**src/sv/ftn_pkg.sv**
```systemverilog
// Shared types, constants and functions for the frequency-to-note converter.
`default_nettype none

package ftn_pkg;

	// Field widths
	localparam int FREQ_W     = 22;
	localparam int REF_W      = 18;
	localparam int LOG_INT_W  = 5;
	localparam int LOG_FRAC_W = 16;
	localparam int LOG_W      = LOG_INT_W + LOG_FRAC_W;
	localparam int MANT_W     = 31;
	localparam int IDX_W      = 8;
	localparam int PC_W       = 4;
	localparam int OCT_W      = 4;
	localparam int MIDI_W     = 8;
	localparam int CENTS_W    = 7;

	// Musical constants
	localparam int A4_INDEX        = 57;
	localparam int SEMITONES       = 12;
	localparam int CENTS_PER_SEMI  = 100;
	localparam int HALF_SEMI_CENTS = 50;

	// Defaults
	localparam logic [REF_W-1:0] REF_RESET = 18'd112640;
	localparam int TOP_OCTAVE_DEF = 9;

	// One log2 word in flight: integer part, fraction so far, Q30 mantissa
	typedef struct packed {
		logic                  valid;
		logic                  zero;
		logic [LOG_INT_W-1:0]  ipart;
		logic [LOG_FRAC_W-1:0] frac;
		logic [MANT_W-1:0]     mant;
	} log_t;

	// Result of normalising a value to [1,2) in Q30
	typedef struct packed {
		logic                 zero;
		logic [LOG_INT_W-1:0] ipart;
		logic [MANT_W-1:0]    mant;
	} norm_t;

	typedef enum logic [1:0] {
		REF_IDLE,
		REF_NORM,
		REF_SQUARE
	} ref_state_t;

	// Leading-one position and mantissa aligned so the top set bit sits at bit 30
	function automatic norm_t normalise(input logic [FREQ_W-1:0] x);
		logic [LOG_INT_W-1:0] p;
		logic [FREQ_W+MANT_W-2:0] w;
		norm_t r;
		p = '0;
		for (int i = 0; i < FREQ_W; i++) begin
			if (x[i]) begin
				p = LOG_INT_W'(i);
			end
		end
		w = {{(MANT_W-1){1'b0}}, x} << (LOG_INT_W'(MANT_W - 1) - p);
		r.zero  = (x == '0);
		r.ipart = p;
		r.mant  = w[MANT_W-1:0];
		return r;
	endfunction

	// Square of a Q30 mantissa, truncated back to Q30 (may reach 2.0 or more)
	function automatic logic [MANT_W:0] square_q30(input logic [MANT_W-1:0] m);
		logic [2*MANT_W-1:0] prod;
		prod = {{MANT_W{1'b0}}, m} * {{MANT_W{1'b0}}, m};
		return prod[2*MANT_W-1:MANT_W-1];
	endfunction

endpackage

`default_nettype wire

```
**src/sv/ftn_sq_stage.sv**
```systemverilog
// One pipeline stage of the log2: square the mantissa and settle one fraction bit.
`default_nettype none

module ftn_sq_stage #(
	parameter int BIT = 15
) (
	input  wire logic          clk,
	input  wire logic          arst_n,
	input  wire ftn_pkg::log_t d,
	output ftn_pkg::log_t      q
);
	import ftn_pkg::*;

	logic [MANT_W:0]       sq;
	logic [LOG_FRAC_W-1:0] frac_nxt;
	logic [MANT_W-1:0]     mant_nxt;

	// Squaring and halving when the square reaches two
	always_comb begin
		sq       = square_q30(d.mant);
		frac_nxt = d.frac;
		frac_nxt[BIT] = sq[MANT_W];
		mant_nxt = sq[MANT_W] ? sq[MANT_W:1] : sq[MANT_W-1:0];
	end

	// Stage register: valid bit with its word
	always_ff @(posedge clk or negedge arst_n) begin
		if (!arst_n) begin
			q <= '0;
		end else begin
			q.valid <= d.valid;
			q.zero  <= d.zero;
			q.ipart <= d.ipart;
			q.frac  <= frac_nxt;
			q.mant  <= mant_nxt;
		end
	end

endmodule

`default_nettype wire

```
**config.mk**
```make
export PLATFORM = sky130hd
export DESIGN_NAME = ftn_sq_stage
export DESIGN_NICKNAME = d
export VERILOG_FILES = /design/src/sv/ftn_pkg.sv /design/src/sv/ftn_sq_stage.sv
export SDC_FILE = /design/constraint.sdc
export NUM_CORES = 2
export LEC_CHECK = 0
export BUFFER_PORTS_ARGS = -buffer_cell sky130_fd_sc_hd__buf_2
export CAP_MARGIN = 20
export CORE_ASPECT_RATIO = 1.1
export CORE_MARGIN = 1.5
export CORE_UTILIZATION = 41
export CTS_CLUSTER_DIAMETER = 30
export CTS_CLUSTER_SIZE = 8
export DETAILED_ROUTE_END_ITERATION = 10
export GPL_ROUTABILITY_DRIVEN = 0
export GPL_TIMING_DRIVEN = 0
export PLACE_DENSITY = 0.63
export SLEW_MARGIN = 0
export SYNTH_ARGS = -nofsm -noshare
export SYNTH_HDL_FRONTEND = slang
export SYNTH_SLANG_ARGS = --single-unit
```
**constraint.sdc**
```tcl
create_clock -name clk -period 0.8 [get_ports clk]
set_clock_uncertainty 0.2 [all_clocks]
set_input_delay 0.12 -clock clk [delete_from_list [all_inputs] [get_ports clk]]
set_output_delay 0.12 -clock clk [all_outputs]
set_load 0.03 [all_outputs]
```
# [Word-level counts from Yosys, hierarchy flattened]
# Cells that the tools add are included.
[classes] mux=1 mul=1
[ops] op="$mul A31 B31 Y62" count=1
[ops] op="$mux W31" count=1
[word_totals] regBits=54 elab_cells=7 out_inout_bits=54 in_bits=56

# [Logic depth before layout (Yosys ltp)]
[depth] ltp_word=2 ltp_mapped=31 depth_no_buf=27

# [Worst setup path before layout]
# Ideal clock, no wire load.
[synth_path] path_type="in2reg" startpoint="input d[25] in the netlist's numbering" endpoint="register q[10] in the netlist's numbering" t_arrival_ns=7.552 slack_ns=-7.077 n_path_buf=3 setup_time_ns=0.125 t_required_ns=0.475 stages=28 path_cell_list="clkbuf_1 > clkbuf_1 > nand2_1 > fa_1 > fa_1 > inv_1 > fa_1 > inv_1 > fa_1 > inv_1 > fa_1 > fa_1 > fa_1 > inv_1 > fa_1 > inv_1 > ha_1 > and3_1 > a221oi_2 > o21ai_1 > a211o_1 > a21oi_2 > a31oi_2 > o31ai_4 > o211ai_2 > xnor2_2 > buf_6 > mux2_4"
[synth_between] elab_chain_cells=2
[synth_rtl] item="from (decl)" line="ftn_sq_stage.sv:9" text="input wire ftn_pkg::log_t d,"
[synth_rtl] item="$mul A31 B31 Y62" line="ftn_pkg.sv:72" text="prod = {{MANT_W{1'b0}}, m} * {{MANT_W{1'b0}}, m};"
[synth_rtl] item="$mux W31" line="ftn_sq_stage.sv:23" text="mant_nxt = sq[MANT_W] ? sq[MANT_W:1] : sq[MANT_W-1:0];"
[synth_rtl] item="via mant_nxt[10]" line="ftn_sq_stage.sv:16" text="logic [MANT_W-1:0] mant_nxt;"
[synth_rtl] item="to (decl)" line="ftn_sq_stage.sv:10" text="output ftn_pkg::log_t q"
# The timed path passes the listed nets, and every way through them passes these cells.

# [Worst setup path after layout]
[layout_path] startpoint="input d[9] in the netlist's numbering" endpoint="register q[7] in the netlist's numbering"
# The elaborated chain is that of the path after synthesis.

==> flow_summary.ini <==
[run_status]
status = finished with violations
violations = hold timing, setup timing

[routing]
antenna_left = 0
viasPerCell = 5.111
wire_per_inst_um = 21.67
routed_wl_um = 89800
vias = 21180
dr.pass1.iters = 5
drc = 0
drt_iter0_markers = 1720

[clock_network]
holdBufCountCts = 22
cts-htree-levels = 2
clk_pin_slew_worst_paths_ns = 0.07
cts_made_buffers = 5
root_buffer = clkbuf_16
clock-sinks = 54
cts_tree = built
clock_path_buffers = 2

[finish]
mostFrequentLayoutCells = 897 x inv_1, 702 x fa_1, 269 x nand2_1
reg_top3 = q x54
largest_register = q
drive_gt1_share_pct = 14.79
nets = 4283
final_common_cell = inv_1
post-route-util_pct = 48.96
syn2layout_area_growth_pct = 17.59
largest_reg_flops = 54
stdcell_area_um2 = 33970
num-fill-cells = 6385

[die]
dieWidth_um = 256.1
rows = 101
core_um2 = 69380
initial_core_util_pct = 41.63
io-pin-count = 110
die_h_um = 281.4
die_area_um2 = 72050

[yosys]
synth_area_um2 = 28880
synth-main-ff-cell = dfrtp_1
synth_cell_type_count = 64
synth_cells = 3007
ys_seq_area_share_pct = 4.678
yosys_register_bits = 54
synth_warnings = 0
synth_edf_count = 0
synthesis.nets = 4079
ys_async_sr_fraction_pct = 100.0
avgSynthCellArea_um2 = 9.606

[global_routing]
grt_pass1_wl_um = 136300
grt_overflow = 0
antenna_found_initial = 7
grt_start_max_net_pins = 43
grt_usage_pct = 25.61
first_global_vias = 22820

[sta]
drv_slew = 0
period_needed_ns = 7.710
rsz0062_at_grt = true
fmax_mhz = 129.7
finalWorstSetupSlack_ns = -6.910
worstMarginPinSlew_ns = 0.7041
hold_viol = 56
setup_viol = 89
post-route-period-util_pct = 963.8
whs_ns = -0.4927
relSlewSlack_pct = 53.06

[critical_path]
cp-start-kind = input pin
critPathMaxFanout = 10
startpoint = d[9]
worstPathArrival_ns = 7.69
worst_path_largest_cell_delay_ns = 0.70
cp_common_cell = fa_1
cp-end-kind = register
slowest_stage = fa_2
path_class = in -> reg
worstPathRequired_ns = 0.78

[placement]
dp_hpwl_um = 72250
io_buffers = 101
dpl_cell_area_um2 = 30910

[hold_path]
hold_class = in -> async

[job]
maxCapViolations = 0
[worst paths after layout]
path / to / slack (ns) / cells past startpoint
setup / recovery: q[7] / -6.91 / 27
hold / removal: q[27] / -0.49 / 1
max in group asynchronous: q[40] / 0.39 / 2
min in group clk: q[36] / -0.07 / 2
[final cells by class]
type	count	area, um2	area share (%)
Multi-Input combinational cell	1926	24340	71.67
Inverter	916	3465	10.20
Timing Repair Buffer	201	1883	5.544
Buffer	107	1553	4.572
Sequential cell	54	1351	3.978
Tap cell	927	1160	3.415
Clock buffer	6	138.9	0.4089
Clock inverter	2	60.06	0.1768
Antenna cell	5	12.51	0.03684
[cells in the mapped netlist, types with 4 or more instances]
cell	count	area share, %
a21o_1	46	1.2
a21oi_1	60	1.0
a31o_2	6	0.18
a31oi_1	9	0.19
and2_1	189	4.1
and3_1	12	0.26
buf_2	4	0.069
buf_6	5	0.19
clkbuf_1	99	1.3
dfrtp_1	54	4.7
fa_1	747	52
ha_1	269	12
inv_1	915	12
mux2_1	6	0.23
mux2_4	20	1.0
mux2i_1	6	0.21
nand2_1	290	3.8
nand3_1	19	0.33
nand4_1	22	0.48
nor2_1	52	0.68
nor2b_1	10	0.22
nor3_1	4	0.069
o21a_1	9	0.23
o21ai_0	17	0.29
o21ai_1	12	0.21
o21bai_1	10	0.26
or2_2	4	0.087
xnor2_1	30	0.91
xor2_1	29	0.88
[routing by layer]
| metal | wire (um) | up-vias | track usage, % |
|---|---|---|---|
| met5 | 8 | - | 0 |
| met4 | 5295 | 2 | 12.03 |
| met2 | 42700 | 967 | 42.42 |
| li1 | - | 9136 | - |
| met3 | 8873 | 245 | 5.618 |
| met1 | 32920 | 10830 | 32.03 |
[critical path, delay by kind of cell]
| family | cells | cell delay, ns |
|---|---|---|
| AO/OA/AOI/OAI | 8 | 1.50 |
| XOR/XNOR | 1 | 0.21 |
| adder cells (fa/ha/maj) | 9 | 4.44 |
| buffers and inverters | 7 | 0.91 |
| multiplexers | 1 | 0.30 |
| AND/OR/NAND/NOR | 1 | 0.19 |
[cell families after synthesis]
family	after synthesis	synth area share [%]
AO/OA/AOI/OAI	203	4.761
XOR/XNOR	60	1.845
adder cells (fa/ha/maj)	1016	63.43
buffers and inverters	1027	13.49
flip-flops	54	4.678
multiplexers	33	1.520
AND/OR/NAND/NOR	614	10.28
[timing repair]
item / 4_1_cts / 5_1_grt
pin swaps: 52 / 90
resized for setup: 385 / 132
gates cloned: 0 / 1
endpoints found under the setup margin: 86 / 92
buffers inserted: 64 / 16
hold endpoints to repair: 76 / 56
[per-stage QoR]
| stage | instances | worst slack (ns) | setup TNS (ns) | hold slack (ns) |
|---|---|---|---|---|
| after floorplan | 3007 | -6.648 | -210.95 | -0.3756 |
| after global placement | 4035 | -8.863 | -311.87 | 0.02745 |
| after detailed placement | 4036 | -8.894 | -284.02 | -0.1706 |
| after CTS | 4129 | -7.022 | -241.47 | -0.4863 |
| after global routing | 4140 | -7.068 | -244.49 | -0.4815 |
| final | 4144 | -6.910 | -237.83 | -0.4927 |
Power is not shown: default switching activity piles up to over one toggle a cycle in this logic, so the estimate is an artifact.
