File: config.mk
export PLATFORM = sky130hd
export DESIGN_NAME = ftn_log2_iter
export DESIGN_NICKNAME = d
export VERILOG_FILES = /design/src/sv/ftn_pkg.sv /design/src/sv/ftn_log2_iter.sv
export SDC_FILE = /design/constraint.sdc
export NUM_CORES = 2
export LEC_CHECK = 0
export BUFFER_PORTS_ARGS = -buffer_cell sky130_fd_sc_hd__buf_2
export CORE_MARGIN = 3
export CORE_UTILIZATION = 50
export DETAILED_ROUTE_END_ITERATION = 12
export PLACE_DENSITY = 0.66
export SLEW_MARGIN = 10
export SYNTH_ARGS = -nofsm -noshare
export SYNTH_HDL_FRONTEND = slang
export SYNTH_SLANG_ARGS = --single-unit
File: constraint.sdc
create_clock -name clk -period 8.9 [get_ports clk]
set_input_delay 2.225 -clock clk [delete_from_list [all_inputs] [get_ports clk]]
set_output_delay 2.225 -clock clk [all_outputs]
set_load 0.03 [all_outputs]
File: src/sv/ftn_pkg.sv
// Shared types, constants and functions for the frequency-to-note converter.
`default_nettype none

package ftn_pkg;

	// Field widths
	localparam int FREQ_W     = 22;
	localparam int REF_W      = 18;
	localparam int LOG_INT_W  = 5;
	localparam int LOG_FRAC_W = 16;
	localparam int LOG_W      = LOG_INT_W + LOG_FRAC_W;
	localparam int MANT_W     = 31;
	localparam int IDX_W      = 8;
	localparam int PC_W       = 4;
	localparam int OCT_W      = 4;
	localparam int MIDI_W     = 8;
	localparam int CENTS_W    = 7;

	// Musical constants
	localparam int A4_INDEX        = 57;
	localparam int SEMITONES       = 12;
	localparam int CENTS_PER_SEMI  = 100;
	localparam int HALF_SEMI_CENTS = 50;

	// Defaults
	localparam logic [REF_W-1:0] REF_RESET = 18'd112640;
	localparam int TOP_OCTAVE_DEF = 9;

	// One log2 word in flight: integer part, fraction so far, Q30 mantissa
	typedef struct packed {
		logic                  valid;
		logic                  zero;
		logic [LOG_INT_W-1:0]  ipart;
		logic [LOG_FRAC_W-1:0] frac;
		logic [MANT_W-1:0]     mant;
	} log_t;

	// Result of normalising a value to [1,2) in Q30
	typedef struct packed {
		logic                 zero;
		logic [LOG_INT_W-1:0] ipart;
		logic [MANT_W-1:0]    mant;
	} norm_t;

	typedef enum logic [1:0] {
		REF_IDLE,
		REF_NORM,
		REF_SQUARE
	} ref_state_t;

	// Leading-one position and mantissa aligned so the top set bit sits at bit 30
	function automatic norm_t normalise(input logic [FREQ_W-1:0] x);
		logic [LOG_INT_W-1:0] p;
		logic [FREQ_W+MANT_W-2:0] w;
		norm_t r;
		p = '0;
		for (int i = 0; i < FREQ_W; i++) begin
			if (x[i]) begin
				p = LOG_INT_W'(i);
			end
		end
		w = {{(MANT_W-1){1'b0}}, x} << (LOG_INT_W'(MANT_W - 1) - p);
		r.zero  = (x == '0);
		r.ipart = p;
		r.mant  = w[MANT_W-1:0];
		return r;
	endfunction

	// Square of a Q30 mantissa, truncated back to Q30 (may reach 2.0 or more)
	function automatic logic [MANT_W:0] square_q30(input logic [MANT_W-1:0] m);
		logic [2*MANT_W-1:0] prod;
		prod = {{MANT_W{1'b0}}, m} * {{MANT_W{1'b0}}, m};
		return prod[2*MANT_W-1:MANT_W-1];
	endfunction

endpackage

`default_nettype wire

File: src/sv/ftn_log2_iter.sv
// Reference pitch register and its iterative log2 unit, one squaring per cycle.
`default_nettype none

module ftn_log2_iter (
	input  wire logic                          clk,
	input  wire logic                          arst_n,
	input  wire logic                          cfg_valid,
	output logic                               cfg_ready,
	input  wire logic [ftn_pkg::REF_W-1:0]     reference_pitch,
	output logic                               busy,
	output logic [ftn_pkg::LOG_W-1:0]          log_ref,
	output logic                               ref_zero
);
	import ftn_pkg::*;

	ref_state_t               state_q, state_nxt;
	logic [REF_W-1:0]         ref_q;
	logic [3:0]               bit_q;
	logic [LOG_INT_W-1:0]     ipart_q;
	logic [LOG_FRAC_W-1:0]    frac_q;
	logic [MANT_W-1:0]        mant_q;
	logic                     zero_q;
	norm_t                    norm;
	logic [MANT_W:0]          sq;
	logic                     cfg_fire;

	assign norm     = normalise({{(FREQ_W-REF_W){1'b0}}, ref_q});
	assign sq       = square_q30(mant_q);
	assign cfg_fire = cfg_valid && cfg_ready;

	// Next state
	always_comb begin
		state_nxt = state_q;
		case (state_q)
			REF_IDLE:   if (cfg_fire) state_nxt = REF_NORM;
			REF_NORM:   state_nxt = REF_SQUARE;
			REF_SQUARE: if (bit_q == '0) state_nxt = REF_IDLE;
			default:    state_nxt = REF_IDLE;
		endcase
	end

	// Outputs
	always_comb begin
		cfg_ready = 1'b0;
		busy      = 1'b1;
		case (state_q)
			REF_IDLE: begin
				cfg_ready = 1'b1;
				busy      = 1'b0;
			end
			default: begin
				cfg_ready = 1'b0;
				busy      = 1'b1;
			end
		endcase
	end

	// Control state and the register itself; reset starts a log2 of the default
	always_ff @(posedge clk or negedge arst_n) begin
		if (!arst_n) begin
			state_q <= REF_NORM;
			ref_q   <= REF_RESET;
			bit_q   <= '0;
		end else begin
			state_q <= state_nxt;
			if (cfg_fire) begin
				ref_q <= reference_pitch;
			end
			if (state_q == REF_NORM) begin
				bit_q <= 4'(LOG_FRAC_W - 1);
			end else if (state_q == REF_SQUARE) begin
				bit_q <= bit_q - 4'd1;
			end
		end
	end

	// Datapath: normalise, then one fraction bit per squaring
	always_ff @(posedge clk) begin
		if (state_q == REF_NORM) begin
			ipart_q <= norm.ipart;
			mant_q  <= norm.mant;
			zero_q  <= norm.zero;
			frac_q  <= '0;
		end else if (state_q == REF_SQUARE) begin
			if (sq[MANT_W]) begin
				mant_q        <= sq[MANT_W:1];
				frac_q[bit_q] <= 1'b1;
			end else begin
				mant_q <= sq[MANT_W-1:0];
			end
		end
	end

	assign log_ref  = {ipart_q, frac_q};
	assign ref_zero = zero_q;

endmodule

`default_nettype wire

== Word level (Yosys, flattened, before mapping) ==
Index checks and enable logic that the tools add are counted.

* Flip-flop bits (word level): 77
* Input bits: 21
* Output and inout bits: 24
* Word-level logic and storage cells: 55

* Add/subtract/negate cells: 2
* Multiply operators: 1
* $lt $le $gt $ge: 2
* Equal/unequal tests: 4
* Shifts and indexed selects: 1
* Mux-type cells: 29
* Bitwise gates (word level): 1
* Reduce and logical (&&, ||, !) cells: 8

{| class="wikitable"
|+ Operators with widths
! kind !! number
|-
| $mux 31 || 3
|-
| $mux 5 || 15
|-
| $mul 31x31->62 || 1
|-
| $shl 18x5->31 || 1
|-
| $logic_not 18->1 || 1
|-
| $or 16x16->16 || 1
|-
| $mux 4 || 2
|-
| $mux 2 || 3
|-
| $pmux 2 s3 || 1
|-
| $lt 4x5->1 const B || 1
|-
| $sub 5x5->5 const A || 1
|-
| $demux 1 s4 || 1
|-
| $ge 4x1->1 const B || 1
|-
| $logic_not 4->1 || 1
|-
| $mux 1 || 4
|-
| $ne 2x2->1 const B || 2
|-
| $reduce_and 2->1 || 2
|-
| $sub 4x1->4 const B || 1
|-
| $eq 2x1->1 const B || 1
|-
| $eq 2x2->1 const B || 1
|-
| $logic_and 1x1->1 || 2
|-
| $logic_not 2->1 || 1
|-
| $reduce_bool 2->1 || 1
|}

== Longest topological paths before layout ==
* Depth in word-level cells: 20
* Depth in mapped cells: 31
* Depth with buffers taken out: 28

== Least setup slack after synthesis ==
Ideal clock, no wire load.

* Kind: reg2reg
* From: register mant_q[4]
* To: register mant_q[22] (data pin)
* Library setup time: 0.256 ns
* Data arrival time: 7.394 ns
* Data required time: 8.644 ns
* Slack: 1.250 ns
* Stages on the path, launching flop included: 29
* Path buffers: 2
* Period minus slack after synthesis: 7.650 ns
* Path through: edfxtp_1 > clkbuf_1 > clkbuf_1 > nand2_1 > fa_1 > inv_1 > fa_1 > fa_1 > inv_1 > fa_1 > inv_1 > fa_1 > inv_1 > fa_1 > inv_1 > fa_1 > fa_1 > ha_1 > a21oi_1 > o21ai_0 > a21oi_1 > o311ai_0 > a21o_1 > or4_1 > a21oi_1 > o211ai_1 > and3_1 > and2_1 > o22a_1

* Cells in the longest elaborated chain, start to end: 4

{| class="wikitable"
|+ RTL lines
! item !! line !! text
|-
| from (decl) || ftn_log2_iter.sv:21 || <nowiki>logic [MANT_W-1:0] mant_q;</nowiki>
|-
| from (signal assigned) || ftn_log2_iter.sv:81 || <nowiki>mant_q <= norm.mant;</nowiki>
|-
| from (signal assigned) || ftn_log2_iter.sv:86 || <nowiki>mant_q <= sq[MANT_W:1];</nowiki>
|-
| from (signal assigned) || ftn_log2_iter.sv:89 || <nowiki>mant_q <= sq[MANT_W-1:0];</nowiki>
|-
| $mul 31x31->62 || ftn_pkg.sv:72 || <nowiki>prod = {{MANT_W{1'b0}}, m} * {{MANT_W{1'b0}}, m};</nowiki>
|-
| $mux 31 || ftn_log2_iter.sv:85 || <nowiki>if (sq[MANT_W]) begin</nowiki>
|-
| $mux 31 || ftn_log2_iter.sv:84 || <nowiki>end else if (state_q == REF_SQUARE) begin</nowiki>
|-
| $mux 31 || ftn_log2_iter.sv:79 || <nowiki>if (state_q == REF_NORM) begin</nowiki>
|}

No other way between the ends. The select of a mux whose other input is x is not followed.
A chain may end at the register's enable or synchronous reset.

== Worst setup path after layout ==
* From: register mant_q[22]
* To: register mant_q[12] (data pin)

The elaborated chain is that of the path after synthesis.

==> impl_metrics.env <==
export IMPL_place_area_mm2=0.03272
export IMPL_cts_buffers=9
export IMPL_hold_start="frac_q[10]"
export IMPL_numPortBuffers=44
export IMPL_r2r_start="mant_q[22]"
export IMPL_timing_final_crit_share=0.9704
export IMPL_ys_warn_count=0
export IMPL_num_rows=90
export IMPL_final_setup_tns_ps=0
export IMPL_setup_worst_path_end="mant_q[12]"
export IMPL_grt_pass1_vias=24240
export IMPL_initial_utilization=0.5109
export IMPL_regToRegSetupSlack_ps=260
export IMPL_first_iter_violations=1533
export IMPL_die_area_mm2=0.06540
export IMPL_final_instance_count_excl_fill=4206
export IMPL_reg2reg_to="mant_q[12]"
export IMPL_fin_area_mm2=0.03329
export IMPL_holdBufCountCts=0
export IMPL_cp_max_fo=14
export IMPL_ys_ff_latch=77
export IMPL_worst_pin_slew_ps=1010
export IMPL_final_nets=4420
export IMPL_overflow=0
export IMPL_grt_max_degree=57
export IMPL_synthDominantCellAreaShare=0.4795
export IMPL_synth_main_ff_cell="edfxtp_1"
export IMPL_place_hpwl_um=67020
export IMPL_fillers=5638
export IMPL_viasPerCell=5.219
export IMPL_fin_skew_ps=7.871
export IMPL_synth_nets=4372
export IMPL_htreeDepth=3
export IMPL_cp_start_kind="flip-flop"
export IMPL_status="finished, final reports clean"
export IMPL_grt_pass1_wl_um=129500
export IMPL_synth_most_common_cell="inv_1"
export IMPL_antenna_found_initial=0
export IMPL_synth_cell_type_count=77
export IMPL_clkLatencyLatePin_ps=340
export IMPL_max_stage_delay_ps=680
export IMPL_cp_arrival_ps=8720
export IMPL_path_class="flip-flop to flip-flop"
export IMPL_endpoint_kind="flip-flop"
export IMPL_fin_crit_ps=8637
export IMPL_wl_per_cell_um=18.61
export IMPL_rsz0062_at_grt="false"
export IMPL_dp_cells=4166
export IMPL_track_usage=0.2509
export IMPL_hp_class="flip-flop to flip-flop"
export IMPL_diodes=0
export IMPL_die_x_um=255.7
export IMPL_synth_avg_cell_area_um2=9.379
export IMPL_path_clk_slew_ps=60
export IMPL_drtPass1Iterations=5
export IMPL_wl_um=78270
export IMPL_seq_area_frac_synth=0.06540
export IMPL_synthCells=3325
export IMPL_synth_edf_count=37
export IMPL_slowest_stage="edfxtp_1"
export IMPL_io_pins=45
export IMPL_worst_r2r_cell_count=28
export IMPL_synth_area_leader_cell="fa_1"
export IMPL_clockBufferDepth=2
export IMPL_yosys_top_cells_count="925 x inv_1, 747 x fa_1, 344 x nand2_1, 279 x ha_1, 196 x and2_1"
export IMPL_synthArstFlopShare=0.3117
export IMPL_drtAntennaViolNets=0
export IMPL_vias=21950
export IMPL_critical_path_top_cell_by_count="fa_1"
export IMPL_synth_area_mm2=0.03118
export IMPL_required_ps=8990
export IMPL_cts_tree="yes"
export IMPL_netlist_top_cells_area="fa_1 48%, ha_1 11%, inv_1 11%"
export IMPL_cts_root_buf="clkbuf_16"
export IMPL_chipHeight_um=255.7
export IMPL_slew_headroom=0.3218
export IMPL_final_max_slew_violation_count=0
export IMPL_hold_viol=0
export IMPL_cts_sinks=77
export IMPL_max_cap_viol_count=0
export IMPL_drive_gt1_frac=0.07371
export IMPL_core_area_mm2=0.06103
export IMPL_setup_viol_count_final=0
export IMPL_gp_congestion=1.003
export IMPL_fmax_mhz=115.8
export IMPL_area_delta_synth_final_pct=6.748
export IMPL_drcViolationCount=0
export IMPL_startpoint="mant_q[22]"
-- logic make-up (layout without fill, tap and decap cells) --
family / after synthesis / in the layout / synth area share
muxes: 50 / 50 / 0.02054
DFF: 77 / 77 / 0.06540
and+or+nand+nor: 765 / 765 / 0.1159
buffers and inverters: 1055 / 1108 / 0.1285
AOI/OAI and AO/OA: 291 / 291 / 0.06002
adders and majority gates: 1026 / 1026 / 0.5915
xor gates and xnor gates: 61 / 61 / 0.01822
-- flip-flops by register name, summed over array words and instances (netlist names) --
name / count
bit_q: 4
frac_q: 16
ipart_q: 5
mant_q: 31
ref_q: 18
ref_zero: 1
state_q: 2
-- what timing repair did --
| action | 4_1_cts | 5_1_grt |
|---|---|---|
| setup buffers | 0 | 24 |
| gates resized for setup | 0 | 1 |
| setup endpoints to repair | 0 | 40 |
-- cell type report --
| type | count | area, um^2 | share of cell area |
|---|---|---|---|
| timing repair buffer | 164 | 1234 | 0.03706 |
| tap | 828 | 1036 | 0.03112 |
| clock inverter | 4 | 75.07 | 0.002255 |
| sequential | 77 | 2039 | 0.06126 |
| clock buffer | 12 | 277.8 | 0.008344 |
| inverter | 928 | 3483 | 0.1046 |
| multi-input combinational | 2193 | 25140 | 0.7553 |
-- through the flow --
step | util | hold WS [ps] | worst slack (ps)
after global routing | 0.5454 | 495.1 | 0.2816
after global placement | 0.5360 | 447.5 | 96.56
after floorplan | - | 498.5 | 1250
after detailed placement | 0.5360 | 456.9 | 132.3
final | 0.5454 | 468.1 | 263.4
after CTS | 0.5418 | 469.3 | 89.98
-- metal layers --
metal / share of wire / vias to the layer above / global-route usage
li1: - / 9986 / -
met4: 0.038 / 0 / 0.07840
met5: 0 / - / 0
met2: 0.50 / 642 / 0.4331
met3: 0.052 / 153 / 0.03067
met1: 0.41 / 11170 / 0.3322
-- critical path, delay by kind of cell, from the launching register on --
family	cells	cell delay [ps]
buf+inv	9	1080
simple gates	2	470
compound gates	7	1490
fa+ha+maj	9	4530
flops	1	680
xor+xnor	1	110
-- cell usage in the layout (no fill, tap or decap), types with 15 or more instances in the layout --
| cell | instances |
|---|---|
| a21o_1 | 16 |
| mux2i_1 | 19 |
| nor2b_1 | 15 |
| inv_1 | 925 |
| dfrtp_1 | 18 |
| nor3_1 | 17 |
| xor2_1 | 30 |
| dfxtp_1 | 16 |
| nand2_1 | 344 |
| ha_1 | 278 |
| buf_2 | 44 |
| edfxtp_1 | 37 |
| a31oi_1 | 29 |
| buf_4 | 111 |
| o21ai_0 | 47 |
| and2_1 | 196 |
| nand3_1 | 21 |
| mux2_2 | 22 |
| a21oi_1 | 86 |
| fa_1 | 747 |
| nor2_1 | 115 |
| xnor2_1 | 28 |
-- worst min path at each step --
stage                 endpoint  slack [ps]  cells past startpoint
floorplan             bit_q[3]         500                      1
global placement    frac_q[11]         450                      2
detailed placement   frac_q[8]         460                      2
CTS                 frac_q[15]         470                      2
global route         frac_q[9]         500                      2
finish              frac_q[10]         470                      2
Power is not shown: default switching activity piles up to over one toggle a cycle in this logic, so the estimate is an artifact.
