$ cat config.mk
export PLATFORM = sky130hd
export DESIGN_NAME = ftn_note_map
export DESIGN_NICKNAME = d
export VERILOG_FILES = /design/src/sv/ftn_pkg.sv /design/src/sv/ftn_note_map.sv
export SDC_FILE = /design/constraint.sdc
export NUM_CORES = 1
export LEC_CHECK = 0
export BUFFER_PORTS_ARGS = -buffer_cell sky130_fd_sc_hd__buf_2
export CORE_ASPECT_RATIO = 1.1
export CORE_MARGIN = 3
export CORE_UTILIZATION = 58
export DETAILED_ROUTE_END_ITERATION = 10
export PLACE_DENSITY = 0.79
export SLEW_MARGIN = 20
export SYNTH_ARGS = -nofsm -noshare
export SYNTH_HDL_FRONTEND = slang
export SYNTH_SLANG_ARGS = --single-unit
$ cat constraint.sdc
create_clock -name clk -period 5.25 [get_ports clk]
set_input_delay 0 -clock clk [delete_from_list [all_inputs] [get_ports clk]]
set_output_delay 0 -clock clk [all_outputs]
set_load 0.005 [all_outputs]
$ cat src/sv/ftn_pkg.sv
// Shared types, constants and functions for the frequency-to-note converter.
`default_nettype none

package ftn_pkg;

	// Field widths
	localparam int FREQ_W     = 22;
	localparam int REF_W      = 18;
	localparam int LOG_INT_W  = 5;
	localparam int LOG_FRAC_W = 16;
	localparam int LOG_W      = LOG_INT_W + LOG_FRAC_W;
	localparam int MANT_W     = 31;
	localparam int IDX_W      = 8;
	localparam int PC_W       = 4;
	localparam int OCT_W      = 4;
	localparam int MIDI_W     = 8;
	localparam int CENTS_W    = 7;

	// Musical constants
	localparam int A4_INDEX        = 57;
	localparam int SEMITONES       = 12;
	localparam int CENTS_PER_SEMI  = 100;
	localparam int HALF_SEMI_CENTS = 50;

	// Defaults
	localparam logic [REF_W-1:0] REF_RESET = 18'd112640;
	localparam int TOP_OCTAVE_DEF = 9;

	// One log2 word in flight: integer part, fraction so far, Q30 mantissa
	typedef struct packed {
		logic                  valid;
		logic                  zero;
		logic [LOG_INT_W-1:0]  ipart;
		logic [LOG_FRAC_W-1:0] frac;
		logic [MANT_W-1:0]     mant;
	} log_t;

	// Result of normalising a value to [1,2) in Q30
	typedef struct packed {
		logic                 zero;
		logic [LOG_INT_W-1:0] ipart;
		logic [MANT_W-1:0]    mant;
	} norm_t;

	typedef enum logic [1:0] {
		REF_IDLE,
		REF_NORM,
		REF_SQUARE
	} ref_state_t;

	// Leading-one position and mantissa aligned so the top set bit sits at bit 30
	function automatic norm_t normalise(input logic [FREQ_W-1:0] x);
		logic [LOG_INT_W-1:0] p;
		logic [FREQ_W+MANT_W-2:0] w;
		norm_t r;
		p = '0;
		for (int i = 0; i < FREQ_W; i++) begin
			if (x[i]) begin
				p = LOG_INT_W'(i);
			end
		end
		w = {{(MANT_W-1){1'b0}}, x} << (LOG_INT_W'(MANT_W - 1) - p);
		r.zero  = (x == '0);
		r.ipart = p;
		r.mant  = w[MANT_W-1:0];
		return r;
	endfunction

	// Square of a Q30 mantissa, truncated back to Q30 (may reach 2.0 or more)
	function automatic logic [MANT_W:0] square_q30(input logic [MANT_W-1:0] m);
		logic [2*MANT_W-1:0] prod;
		prod = {{MANT_W{1'b0}}, m} * {{MANT_W{1'b0}}, m};
		return prod[2*MANT_W-1:MANT_W-1];
	endfunction

endpackage

`default_nettype wire

$ cat src/sv/ftn_note_map.sv
// Back end: semitone offset, cents, rounding, saturation and note fields.
`default_nettype none

module ftn_note_map #(
	parameter int TOP_OCTAVE = ftn_pkg::TOP_OCTAVE_DEF
) (
	input  wire logic                                clk,
	input  wire logic                                arst_n,
	input  wire ftn_pkg::log_t                       d,
	input  wire logic [ftn_pkg::LOG_W-1:0]           log_ref,
	input  wire logic                                ref_zero,
	output logic                                     done,
	output logic [ftn_pkg::PC_W-1:0]                 semitone,
	output logic [ftn_pkg::OCT_W-1:0]                octave,
	output logic                                     sharp,
	output logic [ftn_pkg::MIDI_W-1:0]               midi_number,
	output logic signed [ftn_pkg::CENTS_W-1:0]       cents,
	output logic                                     out_of_range
);
	import ftn_pkg::*;

	localparam int TOP_IDX   = SEMITONES * (TOP_OCTAVE + 1) - 1;
	localparam int S_W       = LOG_W + 5;
	localparam int N_W       = S_W - LOG_FRAC_W;
	localparam int IDXS_W    = N_W + 1;
	// octave = idx/12 as (idx*171)>>11, exact for 8-bit indices
	localparam int OCT_RECIP = 171;
	localparam int OCT_SHIFT = 11;

	// Stage 18: log difference times twelve
	logic signed [LOG_W:0]   diff;
	logic signed [S_W-1:0]   dx;
	logic                    valid_s18, none_s18;
	logic signed [S_W-1:0]   s_s18;

	// Stage 19: semitone floor and raw cents
	logic [LOG_FRAC_W+CENTS_W-1:0] cprod;
	logic                    valid_s19, none_s19;
	logic signed [N_W-1:0]   n_s19;
	logic [CENTS_W-1:0]      craw_s19;

	// Stage 20: round up past half a semitone, saturate
	logic                    up;
	logic signed [IDXS_W-1:0] idx_full;
	logic signed [CENTS_W:0] cents_adj;
	logic [IDX_W-1:0]        idx_nxt;
	logic signed [CENTS_W-1:0] cents_nxt;
	logic                    oor_nxt;
	logic                    valid_s20;
	logic [IDX_W-1:0]        idx_s20;
	logic signed [CENTS_W-1:0] cents_s20;
	logic                    oor_s20;

	// Stage 21: octave and pitch class
	logic [2*IDX_W-1:0]      oprod;
	logic [OCT_W-1:0]        oct;
	logic [IDX_W-1:0]        pc_full;
	logic [PC_W-1:0]         pc;

	always_comb begin
		diff = $signed({1'b0, d.ipart, d.frac}) - $signed({1'b0, log_ref});
		dx   = S_W'(diff);
	end

	always_comb begin
		cprod = s_s18[LOG_FRAC_W-1:0] * (LOG_FRAC_W+CENTS_W)'(CENTS_PER_SEMI);
	end

	always_comb begin
		up        = craw_s19 > CENTS_W'(HALF_SEMI_CENTS);
		idx_full  = IDXS_W'(n_s19) + IDXS_W'(up) + IDXS_W'(A4_INDEX);
		cents_adj = up ? $signed({1'b0, craw_s19}) - $signed((CENTS_W+1)'(CENTS_PER_SEMI))
		               : $signed({1'b0, craw_s19});
		if (none_s19) begin
			idx_nxt   = IDX_W'(A4_INDEX);
			cents_nxt = '0;
			oor_nxt   = 1'b0;
		end else if (idx_full < $signed(IDXS_W'(0))) begin
			idx_nxt   = '0;
			cents_nxt = '0;
			oor_nxt   = 1'b1;
		end else if (idx_full > $signed(IDXS_W'(TOP_IDX))) begin
			idx_nxt   = IDX_W'(TOP_IDX);
			cents_nxt = '0;
			oor_nxt   = 1'b1;
		end else begin
			idx_nxt   = idx_full[IDX_W-1:0];
			cents_nxt = cents_adj[CENTS_W-1:0];
			oor_nxt   = 1'b0;
		end
	end

	always_comb begin
		oprod   = {{IDX_W{1'b0}}, idx_s20} * (2*IDX_W)'(OCT_RECIP);
		oct     = OCT_W'(oprod >> OCT_SHIFT);
		pc_full = idx_s20 - IDX_W'(oct) * IDX_W'(SEMITONES);
		pc      = pc_full[PC_W-1:0];
	end

	// Valid bits
	always_ff @(posedge clk or negedge arst_n) begin
		if (!arst_n) begin
			valid_s18 <= 1'b0;
			valid_s19 <= 1'b0;
			valid_s20 <= 1'b0;
			done      <= 1'b0;
		end else begin
			valid_s18 <= d.valid;
			valid_s19 <= valid_s18;
			valid_s20 <= valid_s19;
			done      <= valid_s20;
		end
	end

	// Payload
	always_ff @(posedge clk) begin
		none_s18     <= d.zero || ref_zero;
		s_s18        <= (dx <<< 3) + (dx <<< 2);
		none_s19     <= none_s18;
		n_s19        <= s_s18[S_W-1:LOG_FRAC_W];
		craw_s19     <= cprod[LOG_FRAC_W+CENTS_W-1:LOG_FRAC_W];
		idx_s20      <= idx_nxt;
		cents_s20    <= cents_nxt;
		oor_s20      <= oor_nxt;
		semitone     <= pc;
		octave       <= oct;
		sharp        <= pc inside {4'd1, 4'd3, 4'd6, 4'd8, 4'd10};
		midi_number  <= idx_s20 + MIDI_W'(SEMITONES);
		cents        <= cents_s20;
		out_of_range <= oor_s20;
	end

endmodule

`default_nettype wire

# Word level (Yosys, flattened, before mapping)
# Cells that the tools add are included.
[totals]
ff_bits = 90
inputBits = 78
word_cells = 47
[op_classes]
n_addsub = 7
multipliers = 3
n_lt_le_gt_ge = 3
eq_ne = 5
muxes = 5
reduce_logical = 4
[ops]
columns = ["cell", "n"]
rows = [
  ["25-bit by 24-bit adder with 26-bit output", 1],
  ["21-bit by 21-bit subtractor with 22-bit output", 1],
  ["16-bit by 5-bit multiplier with 21-bit output (second input constant)", 1],
  ["8-bit by 8-bit multiplier with 15-bit output (second input constant)", 1],
  ["7-bit 2-to-1 mux", 2],
  ["10-bit by 2-bit adder with 11-bit output", 1],
  ["11-bit by 6-bit adder with 11-bit output (second input constant)", 1],
  ["11-bit by 8-bit greater-than comparator with 1-bit output (second input constant)", 1],
  ["11-bit by 1-bit less-than comparator with 1-bit output (second input constant)", 1],
  ["8-bit by 4-bit adder with 8-bit output (second input constant)", 1],
  ["4-bit equality test (second input constant)", 2],
  ["7-bit by 6-bit greater-than comparator with 1-bit output (second input constant)", 1],
  ["7-bit subtractor (second input constant)", 1],
  ["6-bit 2-to-1 mux", 1],
  ["5-bit nonzero test", 1],
  ["4-bit by 1-bit equality test with 1-bit output (second input constant)", 1],
  ["4-bit by 2-bit equality test with 1-bit output (second input constant)", 1],
  ["4-bit by 3-bit equality test with 1-bit output (second input constant)", 1],
  ["4-bit by 2-bit multiplier with 2-bit output (second input constant)", 1],
  ["4-bit subtractor", 1],
  ["3-bit OR reduction", 1],
  ["1-bit 2-to-1 mux", 2],
  ["2-bit OR reduction", 1],
  ["1-bit logical OR", 1],
]

# Longest topological paths before layout
# Gate-level depths: netlist (run 1).
[logic_depth]
depth_word = 6
ltp_mapped = 21
ltp_nobuf = 21

# Least setup slack after synthesis (run 1)
# No wires, ideal clock.
[synth_path]
kind = "register to register"
from = "register idx_s20[1]"
to = "register sharp"
t_arrival_ns = 4.338
t_required_ns = 5.133
slack_ns = 0.795
stages_incl_launch_ff = 18
synth_period_minus_slack_ns = 4.455
path_cell_list = "dfxtp_1 -> ha_1 -> fa_1 -> fa_1 -> inv_1 -> fa_1 -> inv_1 -> ha_1 -> o21a_1 -> o21a_1 -> o21a_1 -> o22ai_1 -> xnor2_1 -> ha_1 -> xnor2_1 -> xnor2_1 -> xnor3_1 -> o2bb2ai_1"
[synth_between]
elab_chain_len = 5
word_cells_on_any_way = 9
[synth_lines]
columns = ["element", "line", "source"]
rows = [
  ["start, declared", "ftn_note_map.sv:50", "logic [IDX_W-1:0] idx_s20;"],
  ["start signal, assigned", "ftn_note_map.sv:122", "idx_s20 <= idx_nxt;"],
  ["8-bit by 8-bit multiplier with 15-bit output *", "ftn_note_map.sv:94", "oprod = {{IDX_W{1'b0}}, idx_s20} * (2*IDX_W)'(OCT_RECIP);"],
  ["via oprod[11]", "ftn_note_map.sv:55", "logic [2*IDX_W-1:0] oprod;"],
  ["4-bit by 2-bit multiplier with 2-bit output *", "ftn_note_map.sv:96", "pc_full = idx_s20 - IDX_W'(oct) * IDX_W'(SEMITONES);"],
  ["4-bit subtractor *", "ftn_note_map.sv:96", ""],
  ["4-bit by 1-bit equality test with 1-bit output (tied with other cells)", "ftn_note_map.sv:127", "sharp <= pc inside {4'd1, 4'd3, 4'd6, 4'd8, 4'd10};"],
  ["5-bit nonzero test *", "ftn_note_map.sv:127", ""],
  ["end signal, assigned", "ftn_note_map.sv:127", ""],
  ["end, declared", "ftn_note_map.sv:15", "output logic sharp,"],
]
# The timed path passes the listed nets; every way through them passes the cells marked *.
# A chain may end at the register's enable or synchronous reset.

# Worst setup path after layout (run 1)
# Same ends and word-level chain as after synthesis.

==> flow_summary.json, run 1 <==
{
  "clk_latency_ns": 0.33,
  "utilization_pct": 69.0,
  "hpwlAfterDp_mm": 9.04,
  "grt_pass1_wl_mm": 19.3,
  "outcome": "finished clean",
  "rsz0062_at_grt": "no",
  "yosysUniqueCellTypes": 55,
  "ir_drop_mv": 0.362,
  "synth_top_cell_by_area": "ha_1",
  "hold_ws_ns": 0.0251,
  "rr_startpoint": "idx_s20[1]",
  "nets": 1005,
  "antenna_found_initial": 0,
  "multi_input_area_um2": 4170,
  "p_total_mw": 5.29,
  "min_path_cells": 4,
  "required_ns": 5.47,
  "root_buffer": "clkbuf_16",
  "start_util_pct": 60.4,
  "htree_num_levels": 3,
  "synth_fp_nets": 919,
  "place_inst": 899,
  "drive_gt1_share_pct": 12.5,
  "async_flop_share_pct": 4.65,
  "cts_resized": 0,
  "finalSetupViolCount": 0,
  "r2r_cells": 17,
  "max_cap_violations": 0,
  "register_area_um2": 1740,
  "numCtsBuffers": 9,
  "first_pass_iters": 4,
  "clk_pin_slew_ns": 0.06,
  "grt_pass1_vias": 4844,
  "worst_slack_ns": 0.507,
  "worst_pin_slew_ns": 0.734,
  "fin_cells": 921,
  "critical_path.startpoint_type": "flop",
  "period_share_pct": 90.3,
  "final_common_cell": "ha_1",
  "gr-total-overflow": 0,
  "hold_path_end": "s_s18[2]",
  "fmaxAchievable_ghz": 0.211,
  "setup_tns_ns": 0,
  "synth-seq-cells": 86,
  "timing.rr.end": "sharp",
  "syn_avg_cell_area_um2": 9.27,
  "port_buffers": 72,
  "num_antenna_cells": 0,
  "leakage_nw": 3.78,
  "min_from": "d[31]",
  "worstSetupPathType": "reg2reg",
  "core_area_um2": 10500,
  "vias": 4823,
  "final_cell_mix": "ha_1, inv_1, dfxtp_1",
  "worst_setup_path_end_kind": "flop",
  "die_w_um": 106,
  "finalWeightedCongestion": 0.894,
  "critPathArrivalTime_ns": 4.97,
  "drv_slew": 0,
  "area_growth_pct": 14.2,
  "syn-instance-count": 687,
  "cp_max_fo": 6,
  "power.density_nw_per_um2": 727,
  "hold_viol": 0,
  "cts.sinks": 86,
  "stdcell_area_um2": 7280,
  "grt_usage_pct": 18.8,
  "finalCriticalPeriod_ns": 4.74,
  "drt-initial-drc-count": 109,
  "viasPerCell": 5.24,
  "pin_count": 104,
  "holdBufCountCts": 6,
  "cts.path.max_buffers": 2,
  "wl_per_cell_um": 12.0,
  "cts_tree": "built",
  "post-place-ws_ns": 0.476,
  "die_y_um": 116,
  "synth_area_um2": 6370,
  "hold_class": "in2reg",
  "synth_ff_type": "dfxtp_1",
  "ys_seq_area_share_pct": 27.3,
  "nFillCells": 835,
  "remaining_drc_errors": 0,
  "synth_area_leaders": "ha_1, dfxtp_1, inv_1",
  "yosys.area.top_type_share_pct": 26.1,
  "clock_skew_ns": 0.00503,
  "routed_wl_mm": 11.1,
  "synth_edf_count": 0,
  "postRouteAntennaNets": 0,
  "grt_start_max_net_pins": 15,
  "rows": 39,
  "placed_cell_area_um2": 6880,
  "die_area_um2": 12300,
  "ys_warn_count": 0,
  "cts_setup_buffers": 0,
  "slew_headroom_pct": 50.8,
  "regToRegSetupSlack_ns": 0.51
}
-- registers in the layout, indices dropped and copies added, names as in the netlist, 2 cells and up --
name         cells
cents            7
cents_s20        7
craw_s19         7
idx_s20          8
midi_number      8
n_s19           10
octave           4
s_s18           24
semitone         2
-- metal layers --
layer,share of wire (%),vias to the layer above,track usage (%),routed length (µm)
met5,0,-,0,0
met4,1.7,0,6.82,189
met3,4.1,20,2.67,450
met2,51,110,36.7,5690
met1,43,2193,20.8,4760
li1,-,2500,-,-
-- area by class of cell --
class / count / share of cell area [%]
clock buffer: 12 / 3.52
clock inverter: 4 / 1.07
inverter: 116 / 5.98
multi-input combinational: 482 / 57.3
sequential: 86 / 23.9
tap: 143 / 2.46
timing repair buffer: 78 / 5.78
-- power by group --
part / switching, mW / leakage, nW / internal (mW)
Clock: 0.242 / 0.163 / 0.445
Sequential: 0.138 / 0.730 / 0.926
Combinational: 1.87 / 2.88 / 1.67
-- how the worst max path moves through the flow --
stage | from | to | slack, ns | depth (start not counted)
2_1_floorplan | idx_s20[1] | sharp | 0.79 | 17
3_3_place_gp | idx_s20[1] | sharp | 0.60 | 17
3_5_place_dp | idx_s20[1] | sharp | 0.48 | 17
4_1_cts | idx_s20[1] | sharp | 0.48 | 17
5_1_grt | idx_s20[1] | sharp | 0.27 | 17
6_report | idx_s20[1] | sharp | 0.51 | 17
-- cells by family after synthesis --
group / share of synthesized area, %
fa+ha+maj: 32.7
compound gates: 15.0
simple gates: 9.25
buf+inv: 7.25
flops: 27.3
xor+xnor: 8.05
mux: 0.334
other cells: 0.0589
-- cell usage after synthesis (3+ instances only) --
cell,n
inv_1,116
o21a_1,22
o211ai_1,3
ha_1,133
nand3_1,3
dfxtp_1,82
and3_1,3
fa_1,21
nand2b_1,11
nor2_1,45
a21o_1,14
or3_1,3
a21oi_1,32
or2_2,3
dfrtp_1,4
a211oi_1,9
xor2_1,11
nor2b_1,11
o21ai_0,35
nor3_1,11
xnor2_1,45
nand2_1,26
a31oi_1,3
-- critical path, cell delays in order, from the launching register on --
cell       delay (ns)
dfxtp_1          0.45
ha_1             0.30
fa_1             0.48
fa_1             0.51
inv_1            0.05
fa_1             0.53
inv_1            0.05
ha_1             0.28
o21a_1           0.10
o21a_1           0.16
o21a_1           0.19
o22ai_1          0.29
xnor2_1          0.14
ha_1             0.20
xnor2_1          0.13
xnor2_1          0.26
xnor3_1          0.37
o2bb2ai_1        0.12
No activity file was read; power rests on OpenSTA's default activity.
==> run 2, diff against run 1 <==
--- a/config.mk
+++ b/config.mk
@@ -6,11 +6,13 @@
 export NUM_CORES = 1
 export LEC_CHECK = 0
 export BUFFER_PORTS_ARGS = -buffer_cell sky130_fd_sc_hd__buf_2
+export CELL_PAD_IN_SITES_DETAIL_PLACEMENT = 2
+export CELL_PAD_IN_SITES_GLOBAL_PLACEMENT = 2
 export CORE_ASPECT_RATIO = 1.1
 export CORE_MARGIN = 3
-export CORE_UTILIZATION = 58
+export CORE_UTILIZATION = 38
 export DETAILED_ROUTE_END_ITERATION = 10
-export PLACE_DENSITY = 0.79
+export PLACE_DENSITY = 0.83
 export SLEW_MARGIN = 20
 export SYNTH_ARGS = -nofsm -noshare
 export SYNTH_HDL_FRONTEND = slang
==> constraint.sdc (replaced) <==
create_clock -name clk -period 5.9 [get_ports clk]
set_input_delay 0 -clock clk [delete_from_list [all_inputs] [get_ports clk]]
set_output_delay 0 -clock clk [all_outputs]
set_load 0.005 [all_outputs]
==> run 2 against run 1 <==
  * First-iteration DRC count grew 49%
  * Core utilization decreased by 24 points
  * Critical path depth unchanged
  * Sequential share of layout area down 0.22 points
  * Clock power is 10% lower
  * Global-route usage shrank 0.44 points
  * Design area rose by 0.93%
  * Routed wire length is 44% higher
  * Critical path type unchanged
==> flow_summary.json, run 2 (same netlist as run 1, synthesis figures left out) <==
{
  "leakage_nw": 3.77,
  "num_antenna_cells": 0,
  "worst_setup_path_end_kind": "flop",
  "root_buffer": "clkbuf_16",
  "hpwlAfterDp_mm": 13.1,
  "grt_pass1_wl_mm": 27.4,
  "route.met3.wl_um": 443,
  "wl_per_cell_um": 16.3,
  "pin_count": 104,
  "outcome": "finished clean",
  "min_from": "d[31]",
  "power.density_nw_per_um2": 685,
  "drive_gt1_share_pct": 12.5,
  "cts.path.max_buffers": 2,
  "area_growth_pct": 15.3,
  "routed_wl_mm": 16.0,
  "stdcell_area_um2": 7340,
  "numCtsBuffers": 9,
  "worst_pin_slew_ns": 0.808,
  "viasPerCell": 5.10,
  "final_cell_mix": "ha_1, inv_1, dfxtp_1",
  "largestRegisters": "s_s18 (24), n_s19 (10)",
  "vias": 5011,
  "fmaxAchievable_ghz": 0.203,
  "setup_tns_ns": 0,
  "grt_usage_pct": 18.4,
  "min_path_cells": 4,
  "grt_start_max_net_pins": 15,
  "slew_headroom_pct": 45.9,
  "hold_viol": 0,
  "place_inst": 960,
  "finalSetupViolCount": 0,
  "hold_path_end": "s_s18[2]",
  "hold_class": "in2reg",
  "rsz0062_at_grt": "no",
  "antenna_found_initial": 0,
  "timing.rr.end": "sharp",
  "nFillCells": 1784,
  "clk_pin_slew_ns": 0.07,
  "rr_startpoint": "idx_s20[1]",
  "r2r_cells": 17,
  "htree_num_levels": 3,
  "p_total_mw": 5.03,
  "crit_family": "adder cells",
  "worst_slack_ns": 0.963,
  "largest_reg_flops": 24,
  "first_pass_iters": 4,
  "wl_met2_mm": 8.76,
  "die_y_um": 142,
  "cts_tree": "built",
  "crit_path_max_incr_delay_ns": 0.56,
  "fin_cells": 982,
  "core_area_um2": 16400,
  "critical_path.slowest_cell": "fa_1",
  "top_layer_used": "met4",
  "postRouteAntennaNets": 0,
  "utilization_pct": 44.9,
  "crit_chain": "ha_1, fa_1, fa_1, inv_1, fa_1, inv_1, ha_1, o21a_1, o21a_1, o21a_1, o22ai_1, xnor2_1, ha_1, xnor2_1, xnor2_1, xnor3_1, o2bb2ai_1",
  "top_register": "s_s18",
  "rows": 49,
  "required_ns": 6.13,
  "placed_cell_area_um2": 6960,
  "drt-initial-drc-count": 162,
  "grt_pass1_vias": 5799,
  "remaining_drc_errors": 0,
  "cts_setup_buffers": 0,
  "clock_skew_ns": 0.00720,
  "ir_drop_mv": 0.218,
  "start_util_pct": 38.9,
  "final_common_cell": "ha_1",
  "wl_met1_mm": 6.43,
  "nets": 1005,
  "regToRegSetupSlack_ns": 0.96,
  "finalWeightedCongestion": 0.788,
  "port_buffers": 72,
  "clk_latency_ns": 0.34,
  "critical_path.startpoint_type": "flop",
  "max_cap_violations": 0,
  "cts.sinks": 86,
  "finalCriticalPeriod_ns": 4.94,
  "die_area_um2": 18400,
  "path_buf_inv": 2,
  "drv_slew": 0,
  "period_share_pct": 83.7,
  "die_w_um": 129,
  "post-place-ws_ns": 1.00,
  "worstSetupPathType": "reg2reg",
  "hold_ws_ns": 0.0326,
  "cp_max_fo": 6,
  "critPathArrivalTime_ns": 5.17,
  "gr-total-overflow": 0
}
==> run 2: worst max-delay path by stage <==
stage,startpoint,endpoint,slack (ns),cells after the start
global route,idx_s20[1],sharp,0.66,16
detailed placement,idx_s20[1],sharp,1.00,17
finish,idx_s20[1],sharp,0.96,17
floorplan,idx_s20[1],sharp,1.44,17
global placement,idx_s20[1],sharp,1.20,17
CTS,idx_s20[1],sharp,0.93,17
==> run 2: power by group <==
group,switching [mW],internal (mW),total [mW]
logic,1.92,1.54,3.46
clock network,0.231,0.383,0.614
registers,0.133,0.824,0.958
total,2.28,2.75,5.03
==> run 2: routing by layer <==
layer | vias to the layer above | GRT usage [%]
met5 | - | 0
met4 | 0 | 5.85
met3 | 24 | 2.60
met2 | 89 | 35.7
met1 | 2415 | 20.2
li1 | 2483 | -
==> run 2: timing repair <==
action,CTS,global route
hold buffers,6,0
hold endpoints to repair,7,0
gates resized for setup,0,0
==> run 2: worst min-delay path, delay by kind of cell <==
family,cells,cell delay [ns]
fa+ha+maj,1,0.13
buf+inv,3,0.20
==> run 2: area by class of cell <==
type	count	area, µm²	area share [%]
Tap cell	204	255	3.48
Clock inverter	5	82.6	1.12
Multi-Input combinational cell	482	4170	56.7
Timing Repair Buffer	78	420	5.72
Clock buffer	11	243	3.30
Inverter	116	435	5.93
Sequential cell	86	1740	23.7
==> run 3, diff against run 2 <==
--- a/config.mk
+++ b/config.mk
@@ -5,14 +5,15 @@
 export SDC_FILE = /design/constraint.sdc
 export NUM_CORES = 1
 export LEC_CHECK = 0
+export ABC_AREA = 1
 export BUFFER_PORTS_ARGS = -buffer_cell sky130_fd_sc_hd__buf_2
 export CELL_PAD_IN_SITES_DETAIL_PLACEMENT = 2
 export CELL_PAD_IN_SITES_GLOBAL_PLACEMENT = 2
 export CORE_ASPECT_RATIO = 1.1
 export CORE_MARGIN = 3
-export CORE_UTILIZATION = 38
+export CORE_UTILIZATION = 31
 export DETAILED_ROUTE_END_ITERATION = 10
-export PLACE_DENSITY = 0.83
+export PLACE_DENSITY = 0.74
 export SLEW_MARGIN = 20
 export SYNTH_ARGS = -nofsm -noshare
 export SYNTH_HDL_FRONTEND = slang
==> constraint.sdc (replaced) <==
create_clock -name clk -period 4.35 [get_ports clk]
set_input_delay 0 -clock clk [delete_from_list [all_inputs] [get_ports clk]]
set_output_delay 0 -clock clk [all_outputs]
set_load 0.005 [all_outputs]
==> run 3 against run 2 <==
  * Maximum frequency is 20% higher
  * Worst setup slack got worse by 0.71 ns
  * Clock skew is 0.0012 ns higher
  * Critical endpoint unchanged
  * Synthesized cell count is 22% higher
  * Via count is 15% higher
  * Flip-flop and latch count unchanged
  * Final cell count increased by 25%
  * Non-clock buffer count grew 9
  * Design area rose by 9.3%
  * Synthesized area up 7.1%
==> flow_summary.json, run 3 <==
{
  "clock_skew_ns": 0.00842,
  "largestRegisters": "s_s18 (24), n_s19 (10)",
  "worst_pin_slew_ns": 0.597,
  "setup_tns_ns": 0,
  "htree_num_levels": 3,
  "rows": 56,
  "top_register": "s_s18",
  "viasPerCell": 4.70,
  "yosys.area.top_type_share_pct": 24.4,
  "finalSetupViolCount": 0,
  "first_pass_iters": 4,
  "postRouteAntennaNets": 0,
  "critical_path.startpoint_type": "flop",
  "routed_wl_mm": 17.3,
  "cp_max_fo": 3,
  "worstSetupPathType": "reg2reg",
  "fin_cells": 1230,
  "cts.sinks": 86,
  "port_buffers": 72,
  "synth_top_cell_by_area": "ha_1",
  "outcome": "finished clean",
  "grt_usage_pct": 15.0,
  "finalCriticalPeriod_ns": 4.10,
  "core_area_um2": 21400,
  "hold_class": "in2reg",
  "largest_reg_flops": 24,
  "slew_headroom_pct": 59.9,
  "wl_per_cell_um": 14.1,
  "antenna_found_initial": 0,
  "syn-instance-count": 839,
  "pin_count": 104,
  "numCtsBuffers": 9,
  "ys_seq_area_share_pct": 25.5,
  "grt_pass1_vias": 6318,
  "async_flop_share_pct": 4.65,
  "die_y_um": 162,
  "final_common_cell": "inv_1",
  "synth_edf_count": 0,
  "finalWeightedCongestion": 0.832,
  "root_buffer": "clkbuf_16",
  "required_ns": 4.60,
  "clk_pin_slew_ns": 0.07,
  "vias": 5776,
  "final_cell_mix": "inv_1, ha_1, nand2_1",
  "synth_area_um2": 6820,
  "num_antenna_cells": 0,
  "nets": 1167,
  "critPathArrivalTime_ns": 4.35,
  "synth_ff_type": "dfxtp_1",
  "drive_gt1_share_pct": 13.5,
  "regToRegSetupSlack_ns": 0.25,
  "worst_slack_ns": 0.253,
  "start_util_pct": 31.8,
  "die_area_um2": 23800,
  "post-place-ws_ns": -0.0326,
  "syn_avg_cell_area_um2": 8.13,
  "synth_most_common_cell": "inv_1",
  "synth_fp_nets": 1071,
  "nFillCells": 2526,
  "yosysUniqueCellTypes": 45,
  "hpwlAfterDp_mm": 14.5,
  "rsz0062_at_grt": "no",
  "drv_slew": 0,
  "remaining_drc_errors": 0,
  "synth_common_cells": "inv_1, ha_1, nand2_1",
  "grt_start_max_net_pins": 18,
  "die_w_um": 147,
  "hold_viol": 0,
  "cts_tree": "built",
  "max_cap_violations": 0,
  "cts.path.max_buffers": 2,
  "place_inst": 1205,
  "period_share_pct": 94.2,
  "fmaxAchievable_ghz": 0.244,
  "synth-seq-cells": 86,
  "grt_pass1_wl_mm": 29.7,
  "worst_setup_path_end_kind": "flop",
  "ys_warn_count": 0,
  "synth_area_leaders": "ha_1, dfxtp_1, inv_1",
  "clk_latency_ns": 0.35,
  "gr-total-overflow": 0,
  "area_growth_pct": 17.7,
  "drt-initial-drc-count": 112
}
[run 3: critical path, cell delays in order, from the launching register on]
cell     delay [ns]
dfxtp_2        0.34
ha_4           0.28
fa_1           0.43
fa_1           0.49
inv_1          0.06
fa_1           0.54
inv_1          0.05
ha_1           0.29
nand3_1        0.09
nand3_1        0.09
a21oi_2        0.23
nand2_2        0.10
nand2_4        0.09
nand2_2        0.07
ha_4           0.18
xnor2_4        0.20
inv_2          0.06
nand3_2        0.08
nand2_1        0.05
nand2_1        0.07
nand3_1        0.07
nand3_1        0.09
nand2_1        0.05
[run 3: area by class of cell]
cell class	count	area [µm²]	share of cell area (%)
Sequential cell	86	1740	21.7
Tap cell	290	363	4.52
Clock inverter	7	63.8	0.795
Timing Repair Buffer	87	493	6.14
Multi-Input combinational cell	591	4540	56.5
Clock buffer	9	225	2.81
Inverter	160	601	7.48
[run 3: logic make-up (layout without fill, tap and decap cells)]
group,after synthesis,in the layout,synth area share [%]
xor+xnor,63,63,8.20
buf+inv,162,263,9.02
compound gates,130,130,11.2
simple gates,243,243,15.5
fa+ha+maj,154,154,30.6
other cells,1,1,0.0550
flops,86,86,25.5
[run 3: metal layers]
metal / vias up / wire, µm / track usage [%]
met5: - / 0 / 0
met4: 0 / 202 / 3.39
met3: 14 / 374 / 1.85
met2: 73 / 9540 / 29.5
met1: 2770 / 7180 / 17.2
li1: 2919 / - / -
[run 3: worst paths after layout]
check                                  start   endpoint  cells after the start
worst min register to register  cents_s20[5]   cents[5]                      0
min in group asynchronous             arst_n       done                      3
worst min-delay path             log_ref[20]  s_s18[25]                      4
worst max-delay path              idx_s20[3]      sharp                     22
max in group asynchronous             arst_n  valid_s18                      3
worst max register to register    idx_s20[3]      sharp                     22
[run 3: metrics by stage]
step	area, µm²	hold WS (ns)	utilization [%]
after floorplan	6820	-0.296	-
after global placement	7570	-0.194	35.3
after detailed placement	7570	-0.190	35.3
after CTS	7960	0.0508	37.1
after global routing	8030	0.0523	37.4
final	8030	0.0470	37.4
[run 3: what timing repair did]
action,in CTS,in global routing
buffers inserted,0,1
hold buffers,8,0
gates resized for setup,2,14
pin swaps,0,5
endpoints found under the setup margin,1,2
hold endpoints to repair,8,0
Power of run 3 is not shown: default switching activity piles up to over one toggle a cycle in this logic, so the estimate is an artifact.
